==> src/design/tpg_pkg.sv <==
// Shared types, codes and constants of the tape pulse generator.
`default_nettype none

package tpg_pkg;

  // Default width of the elapsed-cycle counter.
  localparam int unsigned ELAPSED_WIDTH_DEF = 24;

  // Configuration port geometry: eight registers, 32-bit data, byte addressed.
  localparam int unsigned CFG_DATA_W = 32;
  localparam int unsigned CFG_ADDR_W = 5;

  // Widths of the configured quantities.
  localparam int unsigned PULSE_W = 16;
  localparam int unsigned COUNT_W = 14;
  localparam int unsigned PAUSE_W = 24;

  // Register reset values.
  localparam logic [PULSE_W-1:0] PILOT_LEN_RST    = 16'd2168;
  localparam logic [PULSE_W-1:0] SYNC1_LEN_RST    = 16'd667;
  localparam logic [PULSE_W-1:0] SYNC2_LEN_RST    = 16'd735;
  localparam logic [PULSE_W-1:0] BIT0_LEN_RST     = 16'd855;
  localparam logic [PULSE_W-1:0] BIT1_LEN_RST     = 16'd1710;
  localparam logic [COUNT_W-1:0] HDR_PILOT_RST    = 14'd8063;
  localparam logic [COUNT_W-1:0] DATA_PILOT_RST   = 14'd3223;
  localparam logic [PAUSE_W-1:0] PAUSE_LEN_RST    = 24'd3500000;

  // Index of the first bit sent of each byte (MSB first).
  localparam logic [2:0] BIT_FIRST = 3'd7;

  // Tape phase codes.
  typedef enum logic [2:0] {
    PH_IDLE  = 3'd0,
    PH_PILOT = 3'd1,
    PH_SYNC1 = 3'd2,
    PH_SYNC2 = 3'd3,
    PH_DATA  = 3'd4,
    PH_PAUSE = 3'd5
  } phase_t;

  // Input action codes.
  typedef enum logic [1:0] {
    ACT_TICK   = 2'd0,
    ACT_BEGIN  = 2'd1,
    ACT_SUPPLY = 2'd2,
    ACT_TOGGLE = 2'd3
  } action_t;

  // Configuration register indexes.
  typedef enum logic [2:0] {
    REG_PILOT_LEN  = 3'd0,
    REG_SYNC1_LEN  = 3'd1,
    REG_SYNC2_LEN  = 3'd2,
    REG_BIT0_LEN   = 3'd3,
    REG_BIT1_LEN   = 3'd4,
    REG_HDR_PILOT  = 3'd5,
    REG_DATA_PILOT = 3'd6,
    REG_PAUSE_LEN  = 3'd7
  } reg_idx_t;

  // Input transaction payload.
  typedef struct packed {
    logic [1:0]  action;
    logic [7:0]  elapsed_cycles;
    logic [7:0]  data_byte;
    logic [15:0] block_length;
    logic [7:0]  block_flag;
  } in_item_t;

  // Result transaction payload.
  typedef struct packed {
    logic        ear_level;
    logic [2:0]  tape_phase;
    logic        byte_wanted;
    logic        block_finished;
    logic        underrun;
    logic [15:0] bytes_played;
  } out_item_t;

  // Classified command handed from the front end to the engine.
  typedef struct packed {
    action_t     action;
    logic [7:0]  cycles;
    logic [7:0]  data_byte;
    logic [15:0] block_length;
    logic        header;
  } cmd_t;

  // Current configuration as seen by the engine.
  typedef struct packed {
    logic [PULSE_W-1:0] pilot_pulse_len;
    logic [PULSE_W-1:0] sync1_len;
    logic [PULSE_W-1:0] sync2_len;
    logic [PULSE_W-1:0] bit0_len;
    logic [PULSE_W-1:0] bit1_len;
    logic [COUNT_W-1:0] header_pilot_count;
    logic [COUNT_W-1:0] data_pilot_count;
    logic [PAUSE_W-1:0] pause_len;
  } cfg_t;

endpackage

`default_nettype wire

==> src/design/tpg_regs.sv <==
// Configuration register file behind the APB-style port.
`default_nettype none

module tpg_regs (
  input  wire logic                            clk,
  input  wire logic                            rst_n,
  input  wire logic                            psel,
  input  wire logic                            penable,
  input  wire logic                            pwrite,
  input  wire logic [tpg_pkg::CFG_ADDR_W-1:0]  paddr,
  input  wire logic [tpg_pkg::CFG_DATA_W-1:0]  pwdata,
  output logic      [tpg_pkg::CFG_DATA_W-1:0]  prdata,
  output logic                                 pready,
  output tpg_pkg::cfg_t                        cfg
);

  tpg_pkg::cfg_t     cfg_r;
  tpg_pkg::reg_idx_t idx;
  logic              wr_en;

  assign pready = 1'b1;
  assign idx    = tpg_pkg::reg_idx_t'(paddr[tpg_pkg::CFG_ADDR_W-1:2]);
  assign wr_en  = psel && penable && pwrite;
  assign cfg    = cfg_r;

  // Register writes complete in the access phase.
  always_ff @(posedge clk) begin
    if (!rst_n) begin
      cfg_r.pilot_pulse_len    <= tpg_pkg::PILOT_LEN_RST;
      cfg_r.sync1_len          <= tpg_pkg::SYNC1_LEN_RST;
      cfg_r.sync2_len          <= tpg_pkg::SYNC2_LEN_RST;
      cfg_r.bit0_len           <= tpg_pkg::BIT0_LEN_RST;
      cfg_r.bit1_len           <= tpg_pkg::BIT1_LEN_RST;
      cfg_r.header_pilot_count <= tpg_pkg::HDR_PILOT_RST;
      cfg_r.data_pilot_count   <= tpg_pkg::DATA_PILOT_RST;
      cfg_r.pause_len          <= tpg_pkg::PAUSE_LEN_RST;
    end else if (wr_en) begin
      unique case (idx)
        tpg_pkg::REG_PILOT_LEN:  cfg_r.pilot_pulse_len <= pwdata[tpg_pkg::PULSE_W-1:0];
        tpg_pkg::REG_SYNC1_LEN:  cfg_r.sync1_len       <= pwdata[tpg_pkg::PULSE_W-1:0];
        tpg_pkg::REG_SYNC2_LEN:  cfg_r.sync2_len       <= pwdata[tpg_pkg::PULSE_W-1:0];
        tpg_pkg::REG_BIT0_LEN:   cfg_r.bit0_len        <= pwdata[tpg_pkg::PULSE_W-1:0];
        tpg_pkg::REG_BIT1_LEN:   cfg_r.bit1_len        <= pwdata[tpg_pkg::PULSE_W-1:0];
        tpg_pkg::REG_HDR_PILOT:  cfg_r.header_pilot_count <= pwdata[tpg_pkg::COUNT_W-1:0];
        tpg_pkg::REG_DATA_PILOT: cfg_r.data_pilot_count   <= pwdata[tpg_pkg::COUNT_W-1:0];
        tpg_pkg::REG_PAUSE_LEN:  cfg_r.pause_len       <= pwdata[tpg_pkg::PAUSE_W-1:0];
        default: ;
      endcase
    end
  end

  // Read data is the addressed register, zero extended.
  always_comb begin
    unique case (idx)
      tpg_pkg::REG_PILOT_LEN:  prdata = tpg_pkg::CFG_DATA_W'(cfg_r.pilot_pulse_len);
      tpg_pkg::REG_SYNC1_LEN:  prdata = tpg_pkg::CFG_DATA_W'(cfg_r.sync1_len);
      tpg_pkg::REG_SYNC2_LEN:  prdata = tpg_pkg::CFG_DATA_W'(cfg_r.sync2_len);
      tpg_pkg::REG_BIT0_LEN:   prdata = tpg_pkg::CFG_DATA_W'(cfg_r.bit0_len);
      tpg_pkg::REG_BIT1_LEN:   prdata = tpg_pkg::CFG_DATA_W'(cfg_r.bit1_len);
      tpg_pkg::REG_HDR_PILOT:  prdata = tpg_pkg::CFG_DATA_W'(cfg_r.header_pilot_count);
      tpg_pkg::REG_DATA_PILOT: prdata = tpg_pkg::CFG_DATA_W'(cfg_r.data_pilot_count);
      tpg_pkg::REG_PAUSE_LEN:  prdata = tpg_pkg::CFG_DATA_W'(cfg_r.pause_len);
      default:                 prdata = '0;
    endcase
  end

endmodule

`default_nettype wire

==> src/design/tpg_front.sv <==
// Front end: accepts input transactions, classifies them and queues commands.
`default_nettype none

module tpg_front (
  input  wire logic              clk,
  input  wire logic              rst_n,
  input  wire logic              push,
  input  wire tpg_pkg::in_item_t in_item,
  output logic                   full,
  output tpg_pkg::cmd_t          cmd_head,
  output logic                   cmd_valid,
  input  wire logic              cmd_take
);

  tpg_pkg::cmd_t slot_r [2];
  logic          wr_ptr_r;
  logic          rd_ptr_r;
  logic [1:0]    cnt_r;
  logic [1:0]    cnt_nxt;
  logic          do_push;
  logic          do_pop;
  tpg_pkg::cmd_t cmd_in;

  // Classify the transaction: decode the action and reduce the flag to a header mark.
  always_comb begin
    cmd_in.action       = tpg_pkg::action_t'(in_item.action);
    cmd_in.cycles       = in_item.elapsed_cycles;
    cmd_in.data_byte    = in_item.data_byte;
    cmd_in.block_length = in_item.block_length;
    cmd_in.header       = (in_item.block_flag == 8'd0);
  end

  assign full      = cnt_r[1];
  assign cmd_valid = (cnt_r != 2'd0);
  assign cmd_head  = slot_r[rd_ptr_r];
  assign do_push   = push && !full;
  assign do_pop    = cmd_take && cmd_valid;

  always_comb begin
    cnt_nxt = cnt_r;
    if (do_push && !do_pop) begin
      cnt_nxt = cnt_r + 2'd1;
    end else if (do_pop && !do_push) begin
      cnt_nxt = cnt_r - 2'd1;
    end
  end

  // Two-entry command queue between front end and engine.
  always_ff @(posedge clk) begin
    if (!rst_n) begin
      wr_ptr_r <= 1'b0;
      rd_ptr_r <= 1'b0;
      cnt_r    <= 2'd0;
    end else begin
      if (do_push) begin
        wr_ptr_r <= !wr_ptr_r;
      end
      if (do_pop) begin
        rd_ptr_r <= !rd_ptr_r;
      end
      cnt_r <= cnt_nxt;
    end
  end

  always_ff @(posedge clk) begin
    if (do_push) begin
      slot_r[wr_ptr_r] <= cmd_in;
    end
  end

endmodule

`default_nettype wire

==> src/design/tpg_engine.sv <==
// Back end: executes commands against the tape state and forms one result each.
`default_nettype none

module tpg_engine #(
  parameter int unsigned ELAPSED_WIDTH = tpg_pkg::ELAPSED_WIDTH_DEF
) (
  input  wire logic               clk,
  input  wire logic               rst_n,
  input  wire tpg_pkg::cfg_t      cfg,
  input  wire tpg_pkg::cmd_t      cmd,
  input  wire logic               cmd_valid,
  output logic                    cmd_take,
  input  wire logic               res_full,
  output logic                    res_push,
  output tpg_pkg::out_item_t      res
);

  localparam int unsigned EW    = ELAPSED_WIDTH;
  localparam int unsigned CMP_W = (EW > tpg_pkg::PAUSE_W) ? EW : tpg_pkg::PAUSE_W;
  localparam int unsigned CW    = tpg_pkg::COUNT_W;
  localparam int unsigned PW    = tpg_pkg::PULSE_W;

  tpg_pkg::phase_t phase_r, phase_nxt;
  logic            running_r, running_nxt;
  logic [EW-1:0]   elapsed_r, elapsed_nxt;
  logic            level_r, level_nxt;
  logic [CW-1:0]   pilot_done_r, pilot_done_nxt;
  logic [CW-1:0]   pilot_target_r, pilot_target_nxt;
  logic            half_bit_r, half_bit_nxt;
  logic [2:0]      bit_index_r, bit_index_nxt;
  logic [7:0]      cur_byte_r, cur_byte_nxt;
  logic            cur_valid_r, cur_valid_nxt;
  logic [7:0]      next_byte_r, next_byte_nxt;
  logic            next_valid_r, next_valid_nxt;
  logic [15:0]     byte_count_r, byte_count_nxt;
  logic [15:0]     length_r, length_nxt;
  logic [PW-1:0]   pulse_limit_r, pulse_limit_nxt;

  logic            fire;
  logic [EW:0]     sum;
  logic [EW-1:0]   el_sat;
  logic [PW-1:0]   data_lim;
  logic [PW-1:0]   cur_lim;
  logic [CMP_W-1:0] limit;
  logic            passed;
  logic            tick_live;
  logic [CW-1:0]   pilot_inc;
  logic [15:0]     count_inc;
  logic [16:0]     supplied;
  logic            room;
  logic [16:0]     supplied_nxt;

  assign fire     = cmd_valid && !res_full;
  assign cmd_take = fire;
  assign res_push = fire;

  // Shared tick datapath: saturating add and compare against the active limit.
  always_comb begin
    sum       = {1'b0, elapsed_r} + (EW+1)'(cmd.cycles);
    el_sat    = sum[EW] ? {EW{1'b1}} : sum[EW-1:0];
    data_lim  = cur_byte_r[bit_index_r] ? cfg.bit1_len : cfg.bit0_len;
    cur_lim   = (phase_r == tpg_pkg::PH_DATA) ? data_lim : pulse_limit_r;
    limit     = (phase_r == tpg_pkg::PH_PAUSE) ? CMP_W'(cfg.pause_len) : CMP_W'(cur_lim);
    passed    = CMP_W'(el_sat) > limit;
    tick_live = running_r && (phase_r != tpg_pkg::PH_IDLE) &&
                !((phase_r == tpg_pkg::PH_DATA) && !cur_valid_r);
    pilot_inc = pilot_done_r + CW'(1);
    count_inc = byte_count_r + 16'd1;
    supplied  = {1'b0, byte_count_r} + 17'(cur_valid_r) + 17'(next_valid_r);
    room      = supplied < {1'b0, length_r};
  end

  // Next state for the command at the head of the queue.
  always_comb begin
    phase_nxt        = phase_r;
    running_nxt      = running_r;
    elapsed_nxt      = elapsed_r;
    level_nxt        = level_r;
    pilot_done_nxt   = pilot_done_r;
    pilot_target_nxt = pilot_target_r;
    half_bit_nxt     = half_bit_r;
    bit_index_nxt    = bit_index_r;
    cur_byte_nxt     = cur_byte_r;
    cur_valid_nxt    = cur_valid_r;
    next_byte_nxt    = next_byte_r;
    next_valid_nxt   = next_valid_r;
    byte_count_nxt   = byte_count_r;
    length_nxt       = length_r;
    pulse_limit_nxt  = pulse_limit_r;

    unique case (cmd.action)
      tpg_pkg::ACT_TICK: begin
        if (tick_live) begin
          if (phase_r == tpg_pkg::PH_DATA) begin
            pulse_limit_nxt = data_lim;
          end
          if (!passed) begin
            elapsed_nxt = el_sat;
          end else begin
            elapsed_nxt = '0;
            unique case (phase_r)
              tpg_pkg::PH_PILOT: begin
                level_nxt      = !level_r;
                pilot_done_nxt = pilot_inc;
                if (pilot_inc >= pilot_target_r) begin
                  pilot_done_nxt  = '0;
                  phase_nxt       = tpg_pkg::PH_SYNC1;
                  pulse_limit_nxt = cfg.sync1_len;
                end
              end
              tpg_pkg::PH_SYNC1: begin
                level_nxt       = !level_r;
                phase_nxt       = tpg_pkg::PH_SYNC2;
                pulse_limit_nxt = cfg.sync2_len;
              end
              tpg_pkg::PH_SYNC2: begin
                half_bit_nxt  = 1'b0;
                bit_index_nxt = tpg_pkg::BIT_FIRST;
                if (byte_count_r >= length_r) begin
                  phase_nxt = tpg_pkg::PH_PAUSE;
                  level_nxt = 1'b0;
                end else begin
                  phase_nxt = tpg_pkg::PH_DATA;
                  level_nxt = !level_r;
                end
              end
              tpg_pkg::PH_DATA: begin
                level_nxt = !level_r;
                if (!half_bit_r) begin
                  half_bit_nxt = 1'b1;
                end else begin
                  half_bit_nxt = 1'b0;
                  if (bit_index_r != 3'd0) begin
                    bit_index_nxt = bit_index_r - 3'd1;
                  end else begin
                    // Last half of the last bit: the byte is done, shift the pair.
                    bit_index_nxt  = tpg_pkg::BIT_FIRST;
                    byte_count_nxt = count_inc;
                    cur_byte_nxt   = next_byte_r;
                    cur_valid_nxt  = next_valid_r;
                    next_byte_nxt  = '0;
                    next_valid_nxt = 1'b0;
                    if (count_inc >= length_r) begin
                      phase_nxt = tpg_pkg::PH_PAUSE;
                      level_nxt = 1'b0;
                    end
                  end
                end
              end
              default: begin
                // End of the pause.
                phase_nxt = tpg_pkg::PH_IDLE;
                level_nxt = 1'b0;
              end
            endcase
          end
        end
      end
      tpg_pkg::ACT_BEGIN: begin
        length_nxt       = cmd.block_length;
        pilot_target_nxt = cmd.header ? cfg.header_pilot_count : cfg.data_pilot_count;
        phase_nxt        = tpg_pkg::PH_PILOT;
        running_nxt      = 1'b1;
        elapsed_nxt      = '0;
        level_nxt        = 1'b0;
        pilot_done_nxt   = '0;
        half_bit_nxt     = 1'b0;
        bit_index_nxt    = tpg_pkg::BIT_FIRST;
        byte_count_nxt   = '0;
        cur_byte_nxt     = '0;
        cur_valid_nxt    = 1'b0;
        next_byte_nxt    = '0;
        next_valid_nxt   = 1'b0;
        pulse_limit_nxt  = cfg.pilot_pulse_len;
      end
      tpg_pkg::ACT_SUPPLY: begin
        if (room) begin
          if (!cur_valid_r) begin
            cur_byte_nxt  = cmd.data_byte;
            cur_valid_nxt = 1'b1;
          end else if (!next_valid_r) begin
            next_byte_nxt  = cmd.data_byte;
            next_valid_nxt = 1'b1;
          end
        end
      end
      tpg_pkg::ACT_TOGGLE: begin
        if (running_r) begin
          running_nxt = 1'b0;
        end else begin
          running_nxt = 1'b1;
          elapsed_nxt = '0;
        end
      end
      default: ;
    endcase
  end

  // Result transaction, taken from the state after the command.
  always_comb begin
    supplied_nxt = {1'b0, byte_count_nxt} + 17'(cur_valid_nxt) + 17'(next_valid_nxt);
    res.ear_level      = (phase_nxt == tpg_pkg::PH_IDLE || phase_nxt == tpg_pkg::PH_PAUSE) ?
                         1'b0 : level_nxt;
    res.tape_phase     = phase_nxt;
    res.byte_wanted    = !next_valid_nxt && (supplied_nxt < {1'b0, length_nxt});
    res.block_finished = (phase_nxt == tpg_pkg::PH_IDLE);
    res.underrun       = (phase_nxt == tpg_pkg::PH_DATA) && !cur_valid_nxt;
    res.bytes_played   = byte_count_nxt;
  end

  // State registers advance once per executed command.
  always_ff @(posedge clk) begin
    if (!rst_n) begin
      phase_r        <= tpg_pkg::PH_IDLE;
      running_r      <= 1'b0;
      elapsed_r      <= '0;
      level_r        <= 1'b0;
      pilot_done_r   <= '0;
      pilot_target_r <= '0;
      half_bit_r     <= 1'b0;
      bit_index_r    <= tpg_pkg::BIT_FIRST;
      cur_byte_r     <= '0;
      cur_valid_r    <= 1'b0;
      next_byte_r    <= '0;
      next_valid_r   <= 1'b0;
      byte_count_r   <= '0;
      length_r       <= '0;
      pulse_limit_r  <= '0;
    end else if (fire) begin
      phase_r        <= phase_nxt;
      running_r      <= running_nxt;
      elapsed_r      <= elapsed_nxt;
      level_r        <= level_nxt;
      pilot_done_r   <= pilot_done_nxt;
      pilot_target_r <= pilot_target_nxt;
      half_bit_r     <= half_bit_nxt;
      bit_index_r    <= bit_index_nxt;
      cur_byte_r     <= cur_byte_nxt;
      cur_valid_r    <= cur_valid_nxt;
      next_byte_r    <= next_byte_nxt;
      next_valid_r   <= next_valid_nxt;
      byte_count_r   <= byte_count_nxt;
      length_r       <= length_nxt;
      pulse_limit_r  <= pulse_limit_nxt;
    end
  end

endmodule

`default_nettype wire

==> src/design/tpg_outq.sv <==
// Result queue: holds finished results until the consumer pops them.
`default_nettype none

module tpg_outq (
  input  wire logic               clk,
  input  wire logic               rst_n,
  input  wire logic               res_push,
  input  wire tpg_pkg::out_item_t res,
  output logic                    res_full,
  input  wire logic               pop,
  output logic                    empty,
  output tpg_pkg::out_item_t      out_item
);

  tpg_pkg::out_item_t slot_r [2];
  logic               wr_ptr_r;
  logic               rd_ptr_r;
  logic [1:0]         cnt_r;
  logic [1:0]         cnt_nxt;
  logic               do_pop;

  assign res_full = cnt_r[1];
  assign empty    = (cnt_r == 2'd0);
  assign out_item = slot_r[rd_ptr_r];
  assign do_pop   = pop && !empty;

  always_comb begin
    cnt_nxt = cnt_r;
    if (res_push && !do_pop) begin
      cnt_nxt = cnt_r + 2'd1;
    end else if (do_pop && !res_push) begin
      cnt_nxt = cnt_r - 2'd1;
    end
  end

  // Pointer and occupancy bookkeeping.
  always_ff @(posedge clk) begin
    if (!rst_n) begin
      wr_ptr_r <= 1'b0;
      rd_ptr_r <= 1'b0;
      cnt_r    <= 2'd0;
    end else begin
      if (res_push) begin
        wr_ptr_r <= !wr_ptr_r;
      end
      if (do_pop) begin
        rd_ptr_r <= !rd_ptr_r;
      end
      cnt_r <= cnt_nxt;
    end
  end

  always_ff @(posedge clk) begin
    if (res_push) begin
      slot_r[wr_ptr_r] <= res;
    end
  end

endmodule

`default_nettype wire

==> src/design/tape_pulse_generator.sv <==
// Top level of the tape pulse generator: register file, front end, engine, result queue.
//
//  Channel  | Ports                                        | Transaction when
//  ---------+----------------------------------------------+-------------------------------
//  input    | push, full, in_item                          | push && !full
//  result   | pop, empty, out_item                         | pop && !empty
//  config   | psel, penable, pwrite, paddr, pwdata, prdata | psel && penable && pwrite && pready
//
// One transaction per clock is sustained while the result queue is not full.
// An accepted input is registered in the command queue, then its result is registered in
// the result queue, where it is visible and can be popped.
// The engine's tick path (one saturating add and one compare) sets the cycle.
// Reset (rst_n low, synchronous) empties both queues and returns the tape to idle.
// A full result queue stalls the engine; the command queue then fills and raises full.
`default_nettype none

module tape_pulse_generator #(
  parameter int unsigned ELAPSED_WIDTH = tpg_pkg::ELAPSED_WIDTH_DEF
) (
  input  wire logic                            clk,
  input  wire logic                            rst_n,
  input  wire logic                            push,
  output logic                                 full,
  input  wire tpg_pkg::in_item_t               in_item,
  input  wire logic                            pop,
  output logic                                 empty,
  output tpg_pkg::out_item_t                   out_item,
  input  wire logic                            psel,
  input  wire logic                            penable,
  input  wire logic                            pwrite,
  input  wire logic [tpg_pkg::CFG_ADDR_W-1:0]  paddr,
  input  wire logic [tpg_pkg::CFG_DATA_W-1:0]  pwdata,
  output logic      [tpg_pkg::CFG_DATA_W-1:0]  prdata,
  output logic                                 pready
);

  tpg_pkg::cfg_t      cfg;
  tpg_pkg::cmd_t      cmd_head;
  logic               cmd_valid;
  logic               cmd_take;
  logic               res_full;
  logic               res_push;
  tpg_pkg::out_item_t res;

  tpg_regs u_regs (
    .clk     (clk),
    .rst_n   (rst_n),
    .psel    (psel),
    .penable (penable),
    .pwrite  (pwrite),
    .paddr   (paddr),
    .pwdata  (pwdata),
    .prdata  (prdata),
    .pready  (pready),
    .cfg     (cfg)
  );

  tpg_front u_front (
    .clk       (clk),
    .rst_n     (rst_n),
    .push      (push),
    .in_item   (in_item),
    .full      (full),
    .cmd_head  (cmd_head),
    .cmd_valid (cmd_valid),
    .cmd_take  (cmd_take)
  );

  tpg_engine #(
    .ELAPSED_WIDTH (ELAPSED_WIDTH)
  ) u_engine (
    .clk       (clk),
    .rst_n     (rst_n),
    .cfg       (cfg),
    .cmd       (cmd_head),
    .cmd_valid (cmd_valid),
    .cmd_take  (cmd_take),
    .res_full  (res_full),
    .res_push  (res_push),
    .res       (res)
  );

  tpg_outq u_outq (
    .clk      (clk),
    .rst_n    (rst_n),
    .res_push (res_push),
    .res      (res),
    .res_full (res_full),
    .pop      (pop),
    .empty    (empty),
    .out_item (out_item)
  );

  // The engine never writes a result into a full result queue.
  assert property (@(posedge clk) disable iff (!rst_n) res_push |-> !res_full)
    else $error("result written into a full result queue");

  // The engine only takes a command that is actually queued.
  assert property (@(posedge clk) disable iff (!rst_n) cmd_take |-> cmd_valid)
    else $error("command taken from an empty command queue");

  // An idle or pausing tape is silent and never reports an underrun.
  assert property (@(posedge clk) disable iff (!rst_n)
    (!empty && (out_item.tape_phase == tpg_pkg::PH_IDLE ||
                out_item.tape_phase == tpg_pkg::PH_PAUSE))
    |-> (!out_item.ear_level && !out_item.underrun))
    else $error("level or underrun reported outside an active block");

  // Every executed command shows up as a queued result on the next cycle.
  assert property (@(posedge clk) disable iff (!rst_n) (res_push && !pop) |=> !empty)
    else $error("executed command left no result");

endmodule

`default_nettype wire

==> config.mk <==
export PLATFORM = sky130hd
export DESIGN_NAME = tape_pulse_generator
export DESIGN_NICKNAME = d
export VERILOG_FILES = /design/src/design/tpg_pkg.sv /design/src/design/tpg_regs.sv /design/src/design/tpg_front.sv /design/src/design/tpg_engine.sv /design/src/design/tpg_outq.sv /design/src/design/tape_pulse_generator.sv
export SDC_FILE = /design/constraint.sdc
export NUM_CORES = 1
export LEC_CHECK = 0
export ABC_AREA = 1
export CAP_MARGIN = 10
export CORE_MARGIN = 4
export CORE_UTILIZATION = 40
export CTS_BUF_LIST = sky130_fd_sc_hd__clkbuf_8
export DETAILED_ROUTE_END_ITERATION = 16
export DONT_BUFFER_PORTS = 1
export HOLD_SLACK_MARGIN = 0.06
export SYNTH_ARGS = -nofsm -noshare
export SYNTH_HDL_FRONTEND = slang
export SYNTH_HIERARCHICAL = 1
export SYNTH_SLANG_ARGS = --single-unit
==> constraint.sdc <==
create_clock -name clk -period 8.94 [get_ports clk]
set_clock_uncertainty 0.1 [all_clocks]
set_input_delay 1.341 -clock clk [delete_from_list [all_inputs] [get_ports clk]]
set_output_delay 1.341 -clock clk [all_outputs]
set_load 0.03 [all_outputs]
---- Yosys cells after proc, flatten, opt, wreduce, memory -nomap -nowiden ----
Memory sizes are Yosys's and may differ from the RTL's. A register that Yosys moved wholly into a read port is not among the register bits.
Cells that the tools add are included.
Widths: inputs -> output; s select.
cells by class
  add/subtract/negate cells ............... 12
  multipliers ............................. 0
  div/mod/pow operators ................... 0
  order comparisons ....................... 7
  eq/ne operators ......................... 30
  shift operators ......................... 0
  mux-type cells .......................... 104
  bitwise operators ....................... 0
  reductions and logical operators ........ 64
operators by type and width
  operator               count
  $pmux 32 s8            1
  $mux 16                11
  $mux 24                5
  $mux 8                 15
  $pmux 16 s2            3
  $pmux 24 s3            1
  $mux 14                5
  $pmux 8 s3             2
  $add 16x1->17          2
  $add 17x1->17          2
  $lt 17x16->1           2
  $mux 1                 34
  $ge 16x16->1           2
  $mux 3                 10
  $pmux 14 s2            1
  $add 24x8->25          1
  $eq 3x3->1 const B     8
  $gt 24x24->1           1
  $reduce_and 2->1       10
  $pmux 3 s2             3
  $add 16x1->16 const B  1
  $logic_not 1->1        16
  $logic_and 1x1->1      15
  $add 14x1->14 const B  1
  other kinds (30)       65
storage, ports and cells
  register bits ........................... 267
  bits in latches ......................... 0
  RAM bits ................................ 116
  ROM bits ................................ 0
  input port bits ......................... 86
  output and inout bits ................... 58
  word-level logic and storage cells ...... 248
  memories ................................ 2
memory list
  name            depth  width  read ports  clocked after Yosys merged registers in  write ports  RTL line         source
  u_front.slot_r  2      35     1           1                                        1            tpg_front.sv:15  tpg_pkg::cmd_t slot_r [2];
  u_outq.slot_r   2      23     1           1                                        1            tpg_outq.sv:15   tpg_pkg::out_item_t slot_r [2];

---- Logic depth before layout (Yosys ltp) ----
  word-level depth ........................ 13
  depth in mapped cells ................... 47
  depth with buffers taken out ............ 44

---- Cells and area by module ----
Netlist, hierarchy kept.
by module, submodules not included
  module      instances  cells each  area an instance (um2)  sequential area each (um2)
  tpg_engine  1          1,782       11,402.2                2,542.4
  tpg_regs    1          880         6,025.8                 2,642.5
  tpg_front   1          151         2,940.3                 2,202.1
  tpg_outq    1          107         1,894.3                 1,481.4

---- Worst setup path after synthesis ----
Ideal clock, no wire load.
  kind .................................... reg2reg
  start point ............................. register with a tool-made name
  end point ............................... memory u_outq/slot_r[0][18] in the netlist's numbering, data pin
  library setup time ...................... 254 ps
  arrival ................................. 6,171 ps
  data required time ...................... 8,586 ps
  path slack .............................. 2,415 ps
  stages on the path, launching flop included .. 42
  path buffers ............................ 4
  clock period less this slack ............ 6,525 ps
  cell sequence ........................... dfxtp_1 > buf_6 > buf_12 > mux2_4 > ha_1 > fa_1 > nand3_1 > nand2_1 > a21oi_1 > inv_1 > nand3_1 > clkbuf_1 > nand3_1 > ha_1 > nand2_1 > nor2_1 > and2_1 > nand2_1 > [... 6 more ...] > fa_1 > ha_1 > nand3_1 > nor2_4 > nand2_1 > xnor2_1 > ha_1 > nand2_1 > nor2_1 > o31ai_1 > o21ai_0 > nand4_1 > nand3_1 > nand3_1 > nand2_1 > nand2_1 > nand2_1 > nor2_1
RTL lines
  element    RTL line
  to (decl)  tpg_outq.sv:15

==> results.md <==
- Initial detailed-routing violation count: 1,671
- Post-CTS Hold Fix Bufs: 0
- # Post-CTS Setup Buffers: 0
- Max incr delay on CP: 480 ps
- Top-count cell post-synth: nand2_1
- GR Overflow Total: 0
- Critical path type: reg -> reg
- Top post-synthesis cells by area: dfxtp_1 (24%), edfxtp_1 (16%), nand2_1 (11%)
- Worst setup SP type: register
- Pre-antenna DRT Iters: 6
- Vias per inst: 5.378
- Max transition margin: 0.2445
- Final hold vios: 0
- Vias: 19,740
- GRT Total Usage: 0.2125
- Cell taking the most area after synthesis: dfxtp_1
- Maxcap violations: 0
- Clock-pin slew of the registers on the worst-case setup and hold paths: 60 ps
- Ratio of cells with drive above 1 in the final layout: 0.09754
- Initial core utilization: 0.4041
- Fmax: 124.9 MHz
- Drt total wl: 64,930 um
- Core area: 55,090 um^2
- Area share of the largest cell type after synthesis: 0.2419
- Async S/R FF share, synth: 0
- Setup_tns: 0 ps
- Netlist cell types: 61
- Leak: 0.01044 uW
- Vias in the first global route: 19,070
- CTS tree: built
- Gp weighted congestion: 0.8932
- CP endpoint kind: register
- Cts repair resizes: 0
- Min Tclk post-route: 8004 ps
- Worst Path Max Fanout: 9
- Overall Power: 6961 uW
- Synth Cell Area: 22,260 um^2
- Crit path top cell by count: nand2_1
- Area Growth Syn to Fin: 7.795%
- EDFF count, synth: 116
- Maximum root-to-sink buffer count: 3
- Die H: 243.9 um
- Hold Path Class: reg -> reg
- Commonest cells post-synth: nand2_1 (659), nor2_1 (352), dfxtp_1 (269)
- NumNets Final: 3,080
- DRC errors left: 0
- Post-Syn Instances: 2,920
- CTS buffer count: 72
- Worst-Skew Late Latency: 650 ps
- #FFs+latches synth: 385
- Initial antenna violation count: 1
- PortBufs: 0
- Worst slew pin tran: 1132 ps
- Yosys warns: 6
- Crit path max-delay family: simple AND/OR/NAND/NOR gates
- Post-DP HPWL: 44,880 um
- First-pass GRT wire length: 102,500 um
- PwrDens: 290.1 nW/um^2
- Average routed wire per standard cell: 17.69 um
- Largest net degree at the start of global routing: 192
- Clk root buf: clkbuf_8
- Io pins: 144
- Die width: 243.9 um
- CP max-delay cell: dfxtp_2
- Ys flop type: dfxtp_1
- CTS HTree Levels: 3
- Critical Path AT: 8280 ps
- Average size of a mapped cell: 7.624 um^2
- RSZ-0062 raised after global routing: no
- Floorplan row count: 86
- Sequential-to-total area share from yosys stat: 0.3984
- Critical Path RT: 9210 ps
- Peak supply drop: 0.0001236 V
- Status: finished, final reports clean
- Max-slew violations: 0
- Die area: 59,490 um^2
- Clock sink count: 385
- Fraction of the cycle the final worst path needs: 0.8953
- WP buf/inv: 0
- Routed Antenna Nets: 0
- Final Setup Violations: 0
worst paths after layout:
kind	startpoint	end	slack, ps	cells past startpoint
worst max-delay path	register	u_outq/slot_r[1][18]	940	40
worst min-delay path	u_engine/next_byte_r[3]	u_engine/next_byte_r[3]	360	2
worst min register to register	u_engine/next_byte_r[3]	u_engine/next_byte_r[3]	360	2
worst max register to register	register	u_outq/slot_r[1][18]	940	40
stage by stage:
stage               area [um^2]  hold slack (ps)  utilization  std cells  worst slack [ps]
detailed placement        22630            355.5       0.4108       3544              1021
finish                    24000            364.4       0.4356       3671             936.2
floorplan                 22290            343.6            -       2927              2415
global placement          22630            351.7       0.4108       3544              1162
CTS                       23980            365.1       0.4353       3669             972.9
global route              24000            379.9       0.4356       3671             141.9
area by class of cell:
cell class              instances  area, um^2
diodes                          1       2.502
clock buffers                  80        1101
clock inverters                45       246.5
fillers                      5628       31090
inverters                     273        1026
multi-input cells            2119       11660
flip-flops and latches        385        8870
well taps                     748       935.9
repair buffers                 20       157.7
flip-flops by register name (all words and copies together) (netlist names), 2 cells and up, named ones only:
signal	cells
u_engine/byte_count_r	16
u_engine/cur_byte_r	8
u_front/cnt_r	2
u_engine/phase_r	3
u_engine/pulse_limit_r	16
u_regs/cfg	132
u_engine/pilot_target_r	14
u_outq/slot_r	46
u_engine/elapsed_r	24
u_engine/length_r	16
u_engine/bit_index_r	3
u_outq/cnt_r	2
u_engine/next_byte_r	8
u_engine/pilot_done_r	14
u_front/slot_r	70
cells by family (layout without fill, tap and decap cells):
family,after synthesis,after routing,synth area share
compound gates,492,492,0.1206
other cells,2,10,0.0003373
buf+inv,423,418,0.08037
fa+ha+maj,123,123,0.07014
simple gates,1367,1367,0.2673
mux,75,75,0.04209
flops,385,385,0.3984
xor+xnor,53,53,0.02085
tightest hold or removal path, cell delays in order (launching register included):
cell,delay (ps)
dfxtp_1,310
nand2_1,60
a21oi_1,50
where the power goes:
part	internal, uW	switching [uW]	total, uW
registers	2120	190	2310
clock network	874	755	1630
logic	963	2060	3020
total	3960	3000	6960
metal layers:
metal | global-route usage | vias to the layer above | wire length (um)
met5 | 0 | - | 0
met4 | 0.08911 | 0 | 2599
met3 | 0.03533 | 164 | 4089
met2 | 0.3656 | 710 | 31750
met1 | 0.2644 | 9256 | 26500
li1 | - | 9611 | -
cell usage in the layout, fill, tap and decap left out, drive strengths merged, types with 80 or more instances in the layout:
cell type	n
inv	295
nand3	196
nor2	378
o21ai	196
clkbuf	80
edfxtp	116
nand4	81
nand2	671
dfxtp	269
a21oi	222
ha	120
No activity file was read; power rests on OpenSTA's default activity.
